$ cat config.mk
export PLATFORM = sky130hd
export DESIGN_NAME = ppb_lane
export DESIGN_NICKNAME = d
export VERILOG_FILES = /design/src/rtl/core/ppb_pkg.sv /design/src/rtl/core/ppb_lane.sv
export SDC_FILE = /design/constraint.sdc
export NUM_CORES = 2
export LEC_CHECK = 0
export BUFFER_PORTS_ARGS = -buffer_cell sky130_fd_sc_hd__buf_2
export CAP_MARGIN = 20
export CORE_ASPECT_RATIO = 1.2
export CORE_UTILIZATION = 37
export DETAILED_ROUTE_END_ITERATION = 7
export PLACE_DENSITY = 0.62
export SETUP_SLACK_MARGIN = 0.15
export SKIP_LAST_GASP = 1
export SLEW_MARGIN = 20
export SYNTH_ARGS = -nofsm -noshare
export SYNTH_HDL_FRONTEND = slang
export SYNTH_SLANG_ARGS = --single-unit
$ cat constraint.sdc
create_clock -name clk -period 7.6 [get_ports clk]
set_input_delay 0.38 -clock clk [delete_from_list [all_inputs] [get_ports clk]]
set_output_delay 0.38 -clock clk [all_outputs]
set_load 0.02 [all_outputs]
$ cat src/rtl/core/ppb_pkg.sv
// Shared types, constants and helpers for the premultiplied pixel blend.
// No dependencies. Used by ppb_keep, ppb_lane and premultiplied_pixel_blend.
`timescale 1ns / 1ps
`default_nettype none

package ppb_pkg;

    localparam int NUM_LANES  = 4;   // r, g, b, a
    localparam int CHAN_W     = 8;
    localparam int WIDE_W     = 16;
    localparam int ACC_W      = 32;
    localparam int NUM_STAGES = 4;   // register stages ahead of the merge register
    localparam int ALPHA_LANE = 3;

    localparam logic MODE_SINGLE = 1'b0;
    localparam logic MODE_DOUBLE = 1'b1;

    typedef logic [CHAN_W-1:0] chan_t;
    typedef logic [WIDE_W-1:0] wide_t;
    typedef logic [ACC_W-1:0]  acc_t;

    // per-stage load enables, shared by every lane and the keep unit
    typedef struct packed {
        logic [NUM_STAGES-1:0] en;
    } ppb_ctrl_t;

    // v * 257
    function automatic wide_t widen8(input chan_t v);
        return {v, v};
    endfunction

    function automatic acc_t mul_wide(input wide_t a, input wide_t b);
        return ACC_W'(a) * ACC_W'(b);
    endfunction

endpackage

`default_nettype wire

$ cat src/rtl/core/ppb_lane.sv
// One channel lane: two chained blend stages with registered multiplies.
// Depends on ppb_pkg; keep factors come from ppb_keep.
`timescale 1ns / 1ps
`default_nettype none

module ppb_lane
    import ppb_pkg::*;
(
    input  wire logic      clk,
    input  wire ppb_ctrl_t ctrl,
    input  wire logic      mode,
    input  wire chan_t     dst_chan,
    input  wire chan_t     first_chan,
    input  wire chan_t     second_chan,
    input  wire wide_t     first_cov16,
    input  wire wide_t     second_cov16,
    input  wire wide_t     first_keep,
    input  wire wide_t     second_keep,
    output chan_t          lane_out
);

    logic  mode_s1_reg, mode_s2_reg, mode_s3_reg, mode_s4_reg;
    wide_t d_s1_reg;
    acc_t  cp1_s1_reg, cp1_s2_reg;
    acc_t  cp2_s1_reg, cp2_s2_reg, cp2_s3_reg, cp2_s4_reg;
    acc_t  dk1_s2_reg;
    wide_t mid_s3_reg;
    chan_t single_s3_reg, single_s4_reg;
    acc_t  mk_s4_reg;

    acc_t  cp1_s1_next, cp2_s1_next, dk1_s2_next, sum1_next, mk_s4_next, sum2;

    assign cp1_s1_next = mul_wide(widen8(first_chan), first_cov16);
    assign cp2_s1_next = mul_wide(widen8(second_chan), second_cov16);
    assign dk1_s2_next = mul_wide(d_s1_reg, first_keep);
    assign sum1_next   = cp1_s2_reg + dk1_s2_reg;   // wraps mod 2^32
    assign mk_s4_next  = mul_wide(mid_s3_reg, second_keep);

    always_ff @(posedge clk)
    begin
        if (ctrl.en[0])
        begin
            mode_s1_reg <= mode;
            d_s1_reg    <= widen8(dst_chan);
            cp1_s1_reg  <= cp1_s1_next;
            cp2_s1_reg  <= cp2_s1_next;
        end
        if (ctrl.en[1])
        begin
            mode_s2_reg <= mode_s1_reg;
            dk1_s2_reg  <= dk1_s2_next;
            cp1_s2_reg  <= cp1_s1_reg;
            cp2_s2_reg  <= cp2_s1_reg;
        end
        if (ctrl.en[2])
        begin
            mode_s3_reg   <= mode_s2_reg;
            mid_s3_reg    <= sum1_next[ACC_W-1 -: WIDE_W];
            single_s3_reg <= sum1_next[ACC_W-1 -: CHAN_W];
            cp2_s3_reg    <= cp2_s2_reg;
        end
        if (ctrl.en[3])
        begin
            mode_s4_reg   <= mode_s3_reg;
            single_s4_reg <= single_s3_reg;
            cp2_s4_reg    <= cp2_s3_reg;
            mk_s4_reg     <= mk_s4_next;
        end
    end

    assign sum2     = cp2_s4_reg + mk_s4_reg;
    assign lane_out = (mode_s4_reg == MODE_DOUBLE) ? sum2[ACC_W-1 -: CHAN_W] : single_s4_reg;

endmodule

`default_nettype wire
# ---- Word level (Yosys, flattened, before mapping)
# Index checks and enable logic that the tools add are counted.
dict set report totals {
  reg_bits 308
  in_bits 94
  out_inout_bits 8
  elab_cells 23
}
dict set report classes {
  add_sub_neg 2
  n_mul 4
  n_mux 1
}
# operator n
set op_table {}
lappend op_table {{multiplier 16 x 16 -> 32 bit} 4}
lappend op_table {{adder 32 bit} 2}
lappend op_table {{two-way mux 8 bit} 1}

# ---- Depth between registers and ports, before layout
dict set report logic_depth {
  ltp_word 2
  depth_mapped 24
  depth_no_buf 22
}

# ---- Least setup slack after synthesis
# No wires, ideal clock.
dict set report synth_timing {
  path_kind {input-to-reg}
  from {input port second_chan[5]}
  to {register cp2_s1_reg[29] (data pin)}
  setup_ps 135
  t_arrival_ps 5876
  required_ps 7465
  slack_ps 1589
  stages 22
  cell_sequence {clkbuf_1 -> nand2_1 -> fa_1 -> inv_1 -> fa_1 -> inv_1 -> fa_1 -> inv_1 -> fa_1 -> fa_1 -> inv_1 -> fa_1 -> inv_1 -> ha_1 -> a21oi_1 -> o21a_1 -> o21ai_0 -> a21o_1 -> a311o_1 -> a221o_1 -> a211o_1 -> nand3_1}
}
dict set report synth_via {
  elab_chain_len 1
}
# element line
set synth_lines {}
lappend synth_lines {{start, declared} ppb_lane.sv:14} ;# input wire chan_t second_chan,
lappend synth_lines {{multiplier 16 x 16 -> 32 bit} ppb_pkg.sv:33} ;# return ACC_W'(a) * ACC_W'(b);
lappend synth_lines {{net cp2_s1_next[29]} ppb_lane.sv:31} ;# acc_t cp1_s1_next, cp2_s1_next, dk1_s2_next, sum1_next, mk_s4_next, sum2;
lappend synth_lines {{end signal, assigned} ppb_lane.sv:46} ;# cp2_s1_reg <= cp2_s1_next;
lappend synth_lines {{end, declared} ppb_lane.sv:25} ;# acc_t cp2_s1_reg, cp2_s2_reg, cp2_s3_reg, cp2_s4_reg;
# The timed path passes the listed nets, and every way through them passes these cells.
# A chain may end at the register's enable or synchronous reset.

# ---- Worst setup path in the final report
dict set report layout_timing {
  from {register d_s1_reg[13]}
  to {register dk1_s2_reg[29] (data pin)}
}
dict set report layout_via {
  elab_chain_len 1
}
# element line
set layout_lines {}
lappend layout_lines {{start, declared} ppb_lane.sv:23} ;# wide_t d_s1_reg;
lappend layout_lines {{start signal, assigned} ppb_lane.sv:44} ;# d_s1_reg <= widen8(dst_chan);
lappend layout_lines {{multiplier 16 x 16 -> 32 bit} ppb_pkg.sv:33}
lappend layout_lines {{net dk1_s2_next[29]} ppb_lane.sv:31}
lappend layout_lines {{end signal, assigned} ppb_lane.sv:51} ;# dk1_s2_reg <= dk1_s2_next;
lappend layout_lines {{end, declared} ppb_lane.sv:26} ;# acc_t dk1_s2_reg;
# The timed path passes the listed nets, and every way through them passes these cells.

==> results_dict.tcl <==
set metrics [dict create \
    hold_path.class "primary input to register" \
    yosys-top-cells-count "inv_1, fa_1, ha_1" \
    cp.required_ns 7.94 \
    r2r_cells 21 \
    finalHoldViolations 0 \
    max_freq_ghz 0.152 \
    fin_ws_ns 1.01 \
    routed_via_density 4.86 \
    fin_hold_ws_ns 0.0761 \
    area_delta_synth_final_pct 7.67 \
    grt_pass1_vias 28900 \
    criticalPathCategory "register to register" \
    die_area_um2 111000 \
    worstPathMaxFanout 16 \
    grt_max_degree 81 \
    insertion_delay_ns 0.61 \
    cp.arrival_ns 6.93 \
    drive_gt1_frac 0.0455 \
    dominantRegCellSynth "edfxtp_1" \
    synth_area_leaders "fa_1, edfxtp_1, ha_1" \
    ctsResizeCount 0 \
    syn_area_um2 40800 \
    hold_path_end "mode_s1_reg$_DFFE_PP_" \
    die-width_um 305 \
    path_clk_slew_ns 0.07 \
    core-area_um2 109000 \
    ys_types 67 \
    synth-edff-count 292 \
    start_util 0.373 \
    wirelength_um 91600 \
    drc 0 \
    grt_pass1_wl_um 152000 \
    dp_slack_ns 0.872 \
    avgSynthCellArea_um2 10.2 \
    cts.sink_count 292 \
    track_usage 0.170 \
    drt-wirelength-per-cell_um 16.6 \
    timing.final.crit_share 0.867 \
    maxSlewViolCount 0 \
    synth_top_area_share 0.325 \
    synth_cells 3999 \
    fin_setup_tns_ns 0 \
    reg2reg_slack_ns 1.01 \
    hpwl_um 77500 \
    setup_viol 0 \
    hold_depth 1 \
    crit_path_end_kind "register" \
    ant_nets 0 \
    synth_area_leader_cell "fa_1" \
    rows 133 \
    crit-reg2reg-launch "d_s1_reg[13]$_DFFE_PP_" \
    htree_levels 1 \
    r2r_end "dk1_s2_reg[29]$_DFFE_PP_" \
    timing.hold.worst.start "mode" \
    cts-buffers-inserted 31 \
    finalClockSkew_ns 0.0214 \
    io_buffers 101 \
    vias 26800 \
    final.min_clock_period_ns 6.59 \
    rsz0062_at_grt "false" \
    grt_overflow 0 \
    dr.pass1.iters 5 \
    die_height_um 366 \
    ys_seq_area_frac 0.215 \
    antenna_found_initial 3 \
    worst_setup_path_start_kind "register" \
    fillerInstances 10500 \
    syn_nets 5237 \
    cts_buffer_depth 3 \
    dr.first_iter.drc_count 1478 \
    pin_count 102 \
    max_cap_viol_count 0 \
    layout.nets 5305 \
    synthArstFlopShare 0 \
    ys_warn_count 0 \
    relSlewSlack 0.300 \
    status "finished clean" \
    worst_pin_slew_ns 1.05 \
    synth_seq_cells 292 \
    cts_tree "yes" \
    root_buffer "clkbuf_16" \
    synth_most_common_cell "inv_1" \
    gp_congestion 0.919 \
]
[layer usage]
layer / routed length, um / global-route usage / vias to the layer above
li1: - / - / 12800
met1: 40500 / 0.222 / 13400
met2: 45700 / 0.302 / 509
met3: 2860 / 0.0105 / 130
met4: 2560 / 0.0500 / 2
met5: 13 / 0 / -
[logic make-up after synthesis]
group                      share of synthesized area
buffers and inverters                         0.0920
muxes                                        0.00215
AOI/OAI and AO/OA                             0.0733
xor gates and xnor gates                      0.0297
and+or+nand+nor                                0.115
adders and majority gates                      0.473
DFF                                            0.215
[layout by cell type, fill, tap and decap left out, types with 10 or more instances in the layout]
| cell type | netlist | final |
|---|---|---|
| nor3_1 | 24 | 24 |
| fa_1 | 662 | 662 |
| xor2_1 | 58 | 58 |
| buf_2 | 1 | 98 |
| o211ai_1 | 13 | 13 |
| a211oi_1 | 19 | 19 |
| buf_4 | 0 | 10 |
| xnor2_1 | 80 | 80 |
| a31oi_1 | 17 | 17 |
| nand3_1 | 34 | 34 |
| a21oi_1 | 135 | 135 |
| nand2b_1 | 15 | 15 |
| nor2_1 | 74 | 74 |
| nand4_1 | 21 | 21 |
| o21bai_1 | 26 | 26 |
| a21o_1 | 74 | 74 |
| nand2_1 | 458 | 458 |
| ha_1 | 482 | 482 |
| nor2b_1 | 17 | 17 |
| and3_1 | 17 | 17 |
| and2_1 | 266 | 266 |
| clkbuf_16 | 0 | 31 |
| o21a_1 | 16 | 16 |
| o21ai_0 | 77 | 77 |
| inv_1 | 918 | 918 |
| edfxtp_1 | 292 | 292 |
[per-stage QoR]
| step | cell area (um^2) | util | std cells |
|---|---|---|---|
| 2_1_floorplan | 40800 | - | 3999 |
| 3_3_place_gp | 42800 | 0.391 | 5443 |
| 3_5_place_dp | 42800 | 0.391 | 5443 |
| 4_1_cts | 43900 | 0.401 | 5507 |
| 5_1_grt | 43900 | 0.401 | 5507 |
| 6_report | 43900 | 0.401 | 5508 |
[area by class of cell]
| class | count | area [um^2] | area share |
|---|---|---|---|
| sequential | 292 | 8770 | 0.200 |
| tap | 1417 | 1770 | 0.0404 |
| timing repair buffer | 116 | 646 | 0.0147 |
| antenna | 1 | 2.50 | 0.0000570 |
| clock buffer | 33 | 783 | 0.0178 |
| clock inverter | 23 | 228 | 0.00519 |
| multi-input combinational | 2708 | 28200 | 0.643 |
| inverter | 918 | 3450 | 0.0785 |
[worst max-delay path by stage]
stage / start / end / cells after the start
floorplan: second_chan[5] / cp2_s1_reg[29]$_DFFE_PP_ / 22
global placement: first_chan[5] / cp1_s1_reg[27]$_DFFE_PP_ / 21
detailed placement: first_chan[5] / cp1_s1_reg[27]$_DFFE_PP_ / 21
CTS: d_s1_reg[13]$_DFFE_PP_ / dk1_s2_reg[29]$_DFFE_PP_ / 21
global route: d_s1_reg[13]$_DFFE_PP_ / dk1_s2_reg[29]$_DFFE_PP_ / 21
finish: d_s1_reg[13]$_DFFE_PP_ / dk1_s2_reg[29]$_DFFE_PP_ / 21
[repair_timing]
item / CTS / global route
hold buffers: 8 / 0
setup buffers: 0 / 0
endpoints found under the hold margin: 8 / 0
[critical path, cell delays in order (launching register included)]
cell      delay (ns)
edfxtp_1        0.77
nand2_1         0.16
fa_1            0.64
inv_1           0.08
fa_1            0.54
inv_1           0.06
fa_1            0.50
inv_1           0.06
fa_1            0.49
fa_1            0.50
inv_1           0.05
fa_1            0.48
inv_1           0.05
ha_1            0.37
a21oi_1         0.27
o21bai_1        0.12
a21oi_1         0.22
o21ba_2         0.15
o21ai_1         0.09
a221oi_1        0.39
o21ai_0         0.18
xor2_1          0.16
Power is not shown: default switching activity piles up to over one toggle a cycle in this logic, so the estimate is an artifact.
