===== config.mk =====
export PLATFORM = sky130hd
export DESIGN_NAME = ppb_keep
export DESIGN_NICKNAME = d
export VERILOG_FILES = /design/src/rtl/core/ppb_pkg.sv /design/src/rtl/core/ppb_keep.sv
export SDC_FILE = /design/constraint.sdc
export NUM_CORES = 1
export LEC_CHECK = 0
export BUFFER_PORTS_ARGS = -buffer_cell sky130_fd_sc_hd__buf_2
export CORE_MARGIN = 1.5
export CORE_UTILIZATION = 55
export DETAILED_ROUTE_END_ITERATION = 8
export MAX_ROUTING_LAYER = met4
export PLACE_DENSITY = 0.83
export SYNTH_ARGS = -nofsm -noshare
export SYNTH_HDL_FRONTEND = slang
export SYNTH_SLANG_ARGS = --single-unit
export TNS_END_PERCENT = 5

===== constraint.sdc =====
create_clock -name clk -period 6.17 [get_ports clk]
set_input_delay 0 -clock clk [delete_from_list [all_inputs] [get_ports clk]]
set_output_delay 0 -clock clk [all_outputs]
set_load 0.02 [all_outputs]

===== src/rtl/core/ppb_pkg.sv =====
// Shared types, constants and helpers for the premultiplied pixel blend.
// No dependencies. Used by ppb_keep, ppb_lane and premultiplied_pixel_blend.
`timescale 1ns / 1ps
`default_nettype none

package ppb_pkg;

    localparam int NUM_LANES  = 4;   // r, g, b, a
    localparam int CHAN_W     = 8;
    localparam int WIDE_W     = 16;
    localparam int ACC_W      = 32;
    localparam int NUM_STAGES = 4;   // register stages ahead of the merge register
    localparam int ALPHA_LANE = 3;

    localparam logic MODE_SINGLE = 1'b0;
    localparam logic MODE_DOUBLE = 1'b1;

    typedef logic [CHAN_W-1:0] chan_t;
    typedef logic [WIDE_W-1:0] wide_t;
    typedef logic [ACC_W-1:0]  acc_t;

    // per-stage load enables, shared by every lane and the keep unit
    typedef struct packed {
        logic [NUM_STAGES-1:0] en;
    } ppb_ctrl_t;

    // v * 257
    function automatic wide_t widen8(input chan_t v);
        return {v, v};
    endfunction

    function automatic acc_t mul_wide(input wide_t a, input wide_t b);
        return ACC_W'(a) * ACC_W'(b);
    endfunction

endpackage

`default_nettype wire


===== src/rtl/core/ppb_keep.sv =====
// Keep-factor unit: k = ~(src_a16 * cov16) >> 16 for both blend stages.
// Depends on ppb_pkg. k1 is ready for lane stage 2, k2 for lane stage 4.
`timescale 1ns / 1ps
`default_nettype none

module ppb_keep
    import ppb_pkg::*;
(
    input  wire logic      clk,
    input  wire ppb_ctrl_t ctrl,
    input  wire chan_t     first_src_alpha,
    input  wire chan_t     first_cov,
    input  wire chan_t     second_src_alpha,
    input  wire chan_t     second_cov,
    output wide_t          first_keep,
    output wide_t          second_keep
);

    acc_t  p1_reg;
    acc_t  p2_reg;
    wide_t k2_s2_reg;
    wide_t k2_s3_reg;
    acc_t  p1_next;
    acc_t  p2_next;
    wide_t k2_s2_next;

    // product never exceeds 32 bits, so (0xFFFFFFFF - p) >> 16 is ~p[31:16]
    assign p1_next    = mul_wide(widen8(first_src_alpha), widen8(first_cov));
    assign p2_next    = mul_wide(widen8(second_src_alpha), widen8(second_cov));
    assign k2_s2_next = ~p2_reg[ACC_W-1 -: WIDE_W];

    always_ff @(posedge clk)
    begin
        if (ctrl.en[0])
        begin
            p1_reg <= p1_next;
            p2_reg <= p2_next;
        end
        if (ctrl.en[1])
        begin
            k2_s2_reg <= k2_s2_next;
        end
        if (ctrl.en[2])
        begin
            k2_s3_reg <= k2_s2_reg;
        end
    end

    assign first_keep  = ~p1_reg[ACC_W-1 -: WIDE_W];
    assign second_keep = k2_s3_reg;

endmodule

`default_nettype wire


After elaboration in Yosys (flattened, before gate mapping)
Index checks and enable logic that the tools add are counted.
- flip-flop bits (word level): 96
- input bits: 37
- output and inout port bits: 32
- logic and storage cells: 8
- $mul: 2
- bitwise gates (word level): 2
- operators with widths (cell ; count):
    multiplier 16 x 16 -> 32 bit ; 2
    inverter 16 bit ; 2

Depth between registers and ports, before layout
Gate-level depths: netlist of run 1.
- depth in word-level cells: 1
- depth in mapped cells: 23
- mapped depth without buffers: 22

Worst setup path after synthesis of run 1
OpenSTA, ideal clock, no wires.
- kind: input port to flip-flop
- start point: in second_cov[4]
- end point: reg p2_reg[23] (data pin)
- setup time: 265 ps
- arrival time: 5267 ps
- required time: 5905 ps
- slack: 638 ps
- stages on the path: 19
- buffers on the path: 1
- path through: clkbuf_1 -> nand2_1 -> fa_1 -> fa_1 -> inv_1 -> fa_1 -> inv_1 -> fa_1 -> inv_1 -> fa_1 -> fa_1 -> ha_1 -> and3_4 -> and4_4 -> o2bb2ai_2 -> or4_4 -> a31o_1 -> a21o_1 -> xor2_1
- word-level cells in the longest chain between the ends: 1
- RTL lines (what ; RTL line ; source):
    start, declared ; ppb_keep.sv:14 ; input wire chan_t second_cov,
    multiplier 16 x 16 -> 32 bit ; ppb_pkg.sv:33 ; return ACC_W'(a) * ACC_W'(b);
    net p2_next[23] ; ppb_keep.sv:24 ; acc_t p2_next;
    end signal, assigned ; ppb_keep.sv:37 ; p2_reg <= p2_next;
    end, declared ; ppb_keep.sv:20 ; acc_t p2_reg;
The timed path passes the listed nets, and every way through them passes these cells.
A chain may end at the register's enable or synchronous reset.

Worst setup path after layout of run 1
- start point: in first_cov[2]
- end point: reg p1_reg[28] (data pin)
- word-level cells in the longest chain between the ends: 1
- RTL lines (what ; RTL line ; source):
    start, declared ; ppb_keep.sv:12 ; input wire chan_t first_cov,
    multiplier 16 x 16 -> 32 bit ; ppb_pkg.sv:33 ;
    net p1_next[28] ; ppb_keep.sv:23 ; acc_t p1_next;
    end signal, assigned ; ppb_keep.sv:36 ; p1_reg <= p1_next;
    end, declared ; ppb_keep.sv:19 ; acc_t p1_reg;
The timed path passes the listed nets, and every way through them passes these cells.

==> summary by stage, run 1 <==
Die
The die boundary width is 169 um. The floorplan step defined a die boundary enclosing 28,600 um^2. The effective utilization at floorplan is 56.1%. The die span in y is 169 um. Pin placement for this block handled 69 I/O pins.

The row count is 60. The total area inside the core boundary comes to 27,000 um^2.

Synthesis
When the netlist entered floorplanning its net count stood at 2,092. Summing the sequential cell areas from Yosys gives 12.7% of the chip area. The average cell area after synthesis is 9.87 um^2. Synthesis produced 1,537 cells. Synthesis inferred 64 register bits. For this run, the number of Yosys warnings is 0. Summed over all instances, the cell type with the most area after synthesis is fa_1. In this run, synthesis inferred 64 flip-flops with an integrated enable. The combined area of all synthesized cells is 15,200 um^2. After synthesis, the cell types taking the most area are fa_1 (41%), ha_1 (17%), inv_1 (14%). The fraction of synthesis flops using an asynchronous set or reset pin is 0%. Counting distinct cell types in the post-synthesis netlist gives 55.

The main flop type after synthesis is edfxtp_1. The synthesized design devotes to its leading area cell type 40.9% of total area.

Clocking
The cell at the root of the clock tree is clkbuf_16. The CTS tree is done. Counting along the longest clock path gives a buffer depth of 2.

The number of gates resized after CTS was 0. Buffers inserted to repair hold after CTS numbered 0. The H-tree depth reported by CTS is 3.

The clock transition at the registers of the reported paths is 0.06 ns. Buffers inserted during clock tree synthesis total 9. The total clock sinks is 64. The clock latency at the later pin of the worst-skew pair is 0.33 ns. The number of buffers inserted to repair setup after CTS is 0.

STA
Measured against its own limit, the worst slew margin works out to 48.9%. The routed design could run at a clock period as short as 5.75 ns. The worst clock skew on the final layout is 0.00680 ns. The number of setup violations in the final report is 0.

Setup repair after global routing left no endpoint under its margin. The max-slew violation count is 0. The fraction of the cycle the final worst path needs is 93.1%. Based on the critical path, the design can be clocked at up to 174 MHz. The actual slew at the worst max-slew pin is 0.767 ns.

The final count of hold timing violations is 0. The summed negative setup slack over all endpoints is 0 ns.

Layout
After the last flow step, the layout net total stands at 2,164. The number of non-filler instances in the completed layout is 1,956. The area growth from synthesis to final layout is 6.92%. The library cell used most frequently in the layout, excluding fill and tap cells, is inv_1. The share of final-layout standard cells stronger than drive strength 1 is 5.95%. The library cells used most frequently in the layout, excluding fill and tap cells, are inv_1 (547), fa_1 (310), ha_1 (208), nand2_1 (99), buf_2 (67).

Worst setup path
Along the worst path, the maximum fanout reaches 8. The worst setup path is launched from a primary input. The kind of end point of the critical path is a flop.

The arrival time at the worst endpoint is 5.83 ns. The path type of the worst setup path is primary input to flop. The required time of the critical path is 6.25 ns.

GRT
The pin count of the biggest net entering global routing is 33. Global routing finished with a remaining overflow of 0. For this run, the total global-route usage over all layers was measured as 27.4%. The number of antenna violations at the first check in global routing was 1. The global-route wire length before repair is 57,800 um. The number of global-route vias before repair is 11,500.

Run
The count of maximum capacitance violations is 0.

Route
Summed over all layers, the routed wires come to 35,500 um. Dividing the detail-routed wire length by the instance count gives 18.1 um. The iteration count of the initial detailed-routing pass is 5. The post-detailed-route count of antenna-violating nets is 0. The final routed DRC violation total is 0.

The violation count after the first detailed-routing iteration is 781. Dividing the detail-routed via count by the number of cells gives 5.36. Detailed routing inserted a total of 10,500 vias.

Outcome
The flow ran to the end, and the final reports show no timing, DRC or antenna violations.

Hold path
The type of the worst min-delay path is primary input to flop.

Placed design
The HPWL after detailed placement is 31,300 um. Routability-driven placement finished with a final weighted congestion of 1.02. Buffers placed on the I/O ports in this run total 67. Including well taps, the total number of placed cells is 1,939.
==> layout make-up <==
type / count / area, um^2
Sequential cell: 64 / 1920
Fill cell: 2234 / 10800
Inverter: 547 / 2050
Tap cell: 341 / 427
Clock inverter: 7 / 71.3
Timing Repair Buffer: 70 / 358
Antenna cell: 1 / 2.50
Clock buffer: 9 / 225
Multi-Input combinational cell: 917 / 11200
==> metal layers <==
metal | vias up | track usage, % | share of wire [%]
li1 | 4743 | - | -
met1 | 5169 | 36.2 | 42
met2 | 486 | 42.7 | 46
met5 | - | - | 0
met3 | 93 | 5.66 | 8.7
met4 | 0 | 8.66 | 3.0
==> Yosys cell counts, types with 3 or more instances <==
cell type and count:
a31oi_1 10, o21ai_0 18, edfxtp_1 64, fa_1 310, o21a_1 3, nand2b_1 3
o21bai_1 8, and3_1 3, xnor2_1 21, and2_1 51, a21oi_1 27, nor2b_1 4
clkbuf_1 9, o211ai_1 7, nor3_1 10, nand3_1 7, a21o_1 23, nor2_1 30
xor2_1 14, o21ai_1 9, o31ai_1 3, nand2_1 99, nand4_1 8, a211oi_1 6
inv_1 547, nor3b_1 5, ha_1 208
==> path summary, 6_finish.rpt <==
path / startpoint / to / slack, ns / depth (start not counted)
worst min register to register: k2_s2_reg[15] / second_keep[15] / 0.42 / 0
worst max-delay path: first_cov[2] / p1_reg[28] / 0.42 / 20
worst min-delay path: ctrl[1] / k2_s2_reg[2] / 0.08 / 1
worst max register to register: k2_s2_reg[6] / second_keep[6] / 5.52 / 0
==> critical path, stage by stage <==
cell,delay (ns)
buf_2,0.17
and2_1,0.23
fa_1,0.54
inv_1,0.07
fa_1,0.52
inv_1,0.06
fa_1,0.50
fa_1,0.45
fa_1,0.51
inv_1,0.05
fa_1,0.56
inv_1,0.07
ha_1,0.30
a21o_1,0.22
a21o_1,0.23
a2111oi_4,0.40
o211ai_1,0.20
a2111oi_0,0.47
a21oi_1,0.10
xor2_1,0.16
==> stage by stage <==
step	setup slack (ns)	utilization (%)	hold slack (ns)	area, um^2
after detailed placement	0.177	58.9	0.405	15900
after CTS	0.514	60.0	0.0801	16200
after floorplan	0.638	-	0.112	15200
final	0.423	60.0	0.0813	16200
after global routing	0.238	60.0	0.0889	16200
after global placement	0.240	58.9	0.402	15900
==> logic make-up after synthesis <==
kind of cell | Yosys count | share of synthesized area (%)
AND/OR/NAND/NOR | 232 | 7.51
buffers and inverters | 556 | 13.8
AO/OA/AOI/OAI | 131 | 5.91
adder cells (fa/ha/maj) | 518 | 58.1
XOR/XNOR | 35 | 2.02
flip-flops | 64 | 12.7
multiplexers | 1 | 0.0742
Power of run 1 is left out: the tool's default activity adds up to more than one toggle a clock period on the data nets, which glitch-free logic cannot reach.
==> run 2: changes to the inputs <==
Settings changed: CORE_MARGIN 1.5 to unset, SETUP_SLACK_MARGIN set to 0.02.
==> run 2 against run 1 <==
Non-clock buffer count up 4. Sequential cell count stayed put. First-iteration DRC count down 4.0%. Hold slack improved by 0.0018 ns. Critical path type unchanged. Largest cell class unchanged. Highest routed layer unchanged.
==> summary by stage, run 2 (synthesis results as in run 1) <==
Worst setup path
Worst path cell trace: buf_2 -> nand2_1 -> inv_1 -> fa_1 -> fa_1 -> inv_1 -> fa_1 -> inv_1 -> fa_1 -> fa_1 -> inv_1 -> fa_1 -> inv_1 -> ha_1 -> a21o_1 -> a21o_1 -> a2111oi_4 -> o211ai_1 -> a2111oi_0 -> a21oi_1 -> xor2_1 (was buf_2 -> and2_1 -> fa_1 -> inv_1 -> fa_1 -> inv_1 -> fa_1 -> fa_1 -> fa_1 -> inv_1 -> fa_1 -> inv_1 -> ha_1 -> a21o_1 -> a21o_1 -> a2111oi_4 -> o211ai_1 -> a2111oi_0 -> a21oi_1 -> xor2_1). The critical path's slowest cell is fa_1 (unchanged). The capture instance of the worst register-to-register path is second_keep[10] (was second_keep[6]). The kind of end point of the critical path is a flop (unchanged). The required time of the critical path is 6.25 ns (about the same). The register-to-register path setup slack was 5.53 ns (was 5.52 ns). The path type of the worst setup path is primary input to flop (unchanged). The startpoint class of the critical path is a primary input (unchanged). The most frequent cell on the critical path was fa_1 (unchanged).

The top fanout value on the critical path is 8 (unchanged). The source of the worst register-to-register timing path is k2_s2_reg[10] (was k2_s2_reg[6]). The delay of the slowest cell on the worst path is 0.58 ns (was 0.56 ns).

The arrival time at the worst endpoint is 5.88 ns (was 5.83 ns). The number of cells on the worst reg-to-reg path came to 0 (unchanged).

Route
The post-detailed-route count of antenna-violating nets is 0 (unchanged). The final routed DRC violation total is 0 (unchanged). The iteration count of the initial detailed-routing pass was 6 (was 5). The routed wire length is 35,500 um (about the same). The violation count after the first detailed-routing iteration was 750 (was 781). The average detailed-routed wire length per instance came to 18.1 um (about the same). The detailed-route via count is 10,400 (was 10,500). The average vias per placed instance is 5.29 (was 5.36).

Clocking
The post-CTS resize count is 0 (unchanged). The clock latency at the later pin of the worst-skew pair is 0.33 ns (about the same). The total clock sinks is 64 (unchanged). The H-tree depth reported by CTS is 3 (unchanged). The number of buffers inserted to repair setup after CTS is 0 (unchanged). The count of hold buffers inserted by post-cts repair came to 0 (unchanged). The cell at the root of the clock tree was clkbuf_16 (unchanged). The number of buffers on the longest clock path came to 2 (unchanged). The clock transition at the registers of the reported paths was 0.06 ns (about the same). The CTS tree is done (unchanged).

The number of buffers inserted during clock tree synthesis was 9 (unchanged).

Layout
The most common cell after layout, fill and taps aside is inv_1 (unchanged). The number of antenna repair diodes came to 0 (was 1). Commonest cells after routing, fill and taps aside: inv_1 (547), fa_1 (310), ha_1 (208), nand2_1 (99), buf_2 (67) (unchanged). The area growth from synthesis to final layout is 7.31% (was 6.92%). The share of final-layout standard cells stronger than drive strength 1 is 6.24% (was 5.95%). The number of nets in the layout is 2,168 (was 2,164). The number of non-filler instances in the completed layout came to 1,959 (was 1,956).

STA
RSZ-0062 raised after global routing: no (unchanged). The minimum setup slack in the final design came to 0.372 ns (was 0.423 ns). The final count of hold timing violations came to 0 (unchanged). The fraction of the cycle the final worst path needs is 94.0% (was 93.1%).

The worst slew margin relative to its limit is 47.9% (was 48.9%). The summed negative setup slack over all endpoints is 0 ns (unchanged). The minimum clock period was 5.80 ns (was 5.75 ns). The number of setup violations in the final report came to 0 (unchanged). The worst clock skew on the final layout came to 0.00797 ns (was 0.00680 ns). The max-slew violation count is 0 (unchanged). The actual slew at the worst max-slew pin is 0.781 ns (was 0.767 ns). The maximum achievable frequency was 172 MHz (was 174 MHz).

Run
The count of maximum capacitance violations is 0 (unchanged).

Hold path
The worst hold path cell count is 1 (unchanged). The launch instance of the worst min-delay path is ctrl[2] (was ctrl[1]). The type of the worst min-delay path is primary input to flop (unchanged). The worst-case hold path end point was second_keep[5] (was k2_s2_reg[2]).

Placed design
The HPWL after detailed placement is 31,400 um (was 31,300 um). The post-placement setup slack is 0.150 ns (was 0.177 ns). The weighted congestion reported at the end of routability-driven placement is 1.04 (was 1.02). The total placed cells including tap cells is 1,943 (was 1,939).

The count of buffers from port buffering is 67 (unchanged).

Die
The die span in y is 168 um (was 169 um). The die area is 28,300 um^2 (was 28,600 um^2). The die boundary width was 168 um (was 169 um). The number of top-level design ports is 69 (unchanged). The row count was 60 (unchanged).

The effective utilization at floorplan is 56.1% (unchanged). The core box area is 27,000 um^2 (unchanged).

GRT
The combined global-route utilization of all metal layers is 28.0% (was 27.4%). The leftover overflow at the end of global routing is 0 (unchanged). The number of antenna violations at the first check in global routing is 0 (was 1). The global-route wire length before repair is 58,400 um (was 57,800 um). The number of global-route vias before repair is 11,400 (was 11,500). The pin count of the biggest net entering global routing is 33 (unchanged).

Outcome
Outcome: complete, no violations (unchanged).
[run 2: changes by cell type in the layout (fill, tap and decap cells not counted), sizes merged]
cell,delta
buf,+4
bufinv,+1
clkinv,-1
clkinvlp,-1
diode,-1
inv,+1
[run 2: critical path: cells and delay by family]
| kind | cells | cell delay, ns |
|---|---|---|
| AO/OA/AOI/OAI | 6 | 1.59 |
| XOR/XNOR | 1 | 0.16 |
| adder cells (fa/ha/maj) | 7 | 3.45 |
| buffers and inverters | 6 | 0.50 |
| AND/OR/NAND/NOR | 1 | 0.16 |
[run 2: metrics by stage]
step	hold WS, ns	utilization (%)	cell area (um^2)
floorplan	0.112	-	15200
global placement	0.402	59.0	16000
detailed placement	0.405	59.0	16000
CTS	0.0789	60.2	16300
global route	0.0901	60.2	16300
finish	0.0831	60.2	16300
[run 2: worst max-delay path by stage]
stage,from,to,slack [ns],depth (start not counted)
2_1_floorplan,second_cov[4],p2_reg[23],0.64,19
3_3_place_gp,first_cov[0],p1_reg[28],0.24,21
3_5_place_dp,first_cov[0],p1_reg[28],0.15,21
4_1_cts,first_cov[0],p1_reg[28],0.48,21
5_1_grt,first_cov[0],p1_reg[28],0.17,21
6_report,first_cov[0],p1_reg[28],0.37,21
[run 2: routing by layer]
metal,wire length (um),up-vias,global-route usage [%]
li1,-,4747,-
met1,15300,5171,37.4
met2,16300,385,42.9
met3,2920,65,6.91
met4,942,0,7.67
met5,0,-,-
[run 2: cell type report]
| type | instances | area, um^2 |
|---|---|---|
| clock buffer | 9 | 225 |
| inverter | 547 | 2050 |
| fill | 2270 | 10700 |
| tap | 341 | 427 |
| sequential | 64 | 1920 |
| clock inverter | 7 | 103 |
| multi-input combinational | 917 | 11200 |
| timing repair buffer | 74 | 388 |
Power of run 2 is left out for the same reason.
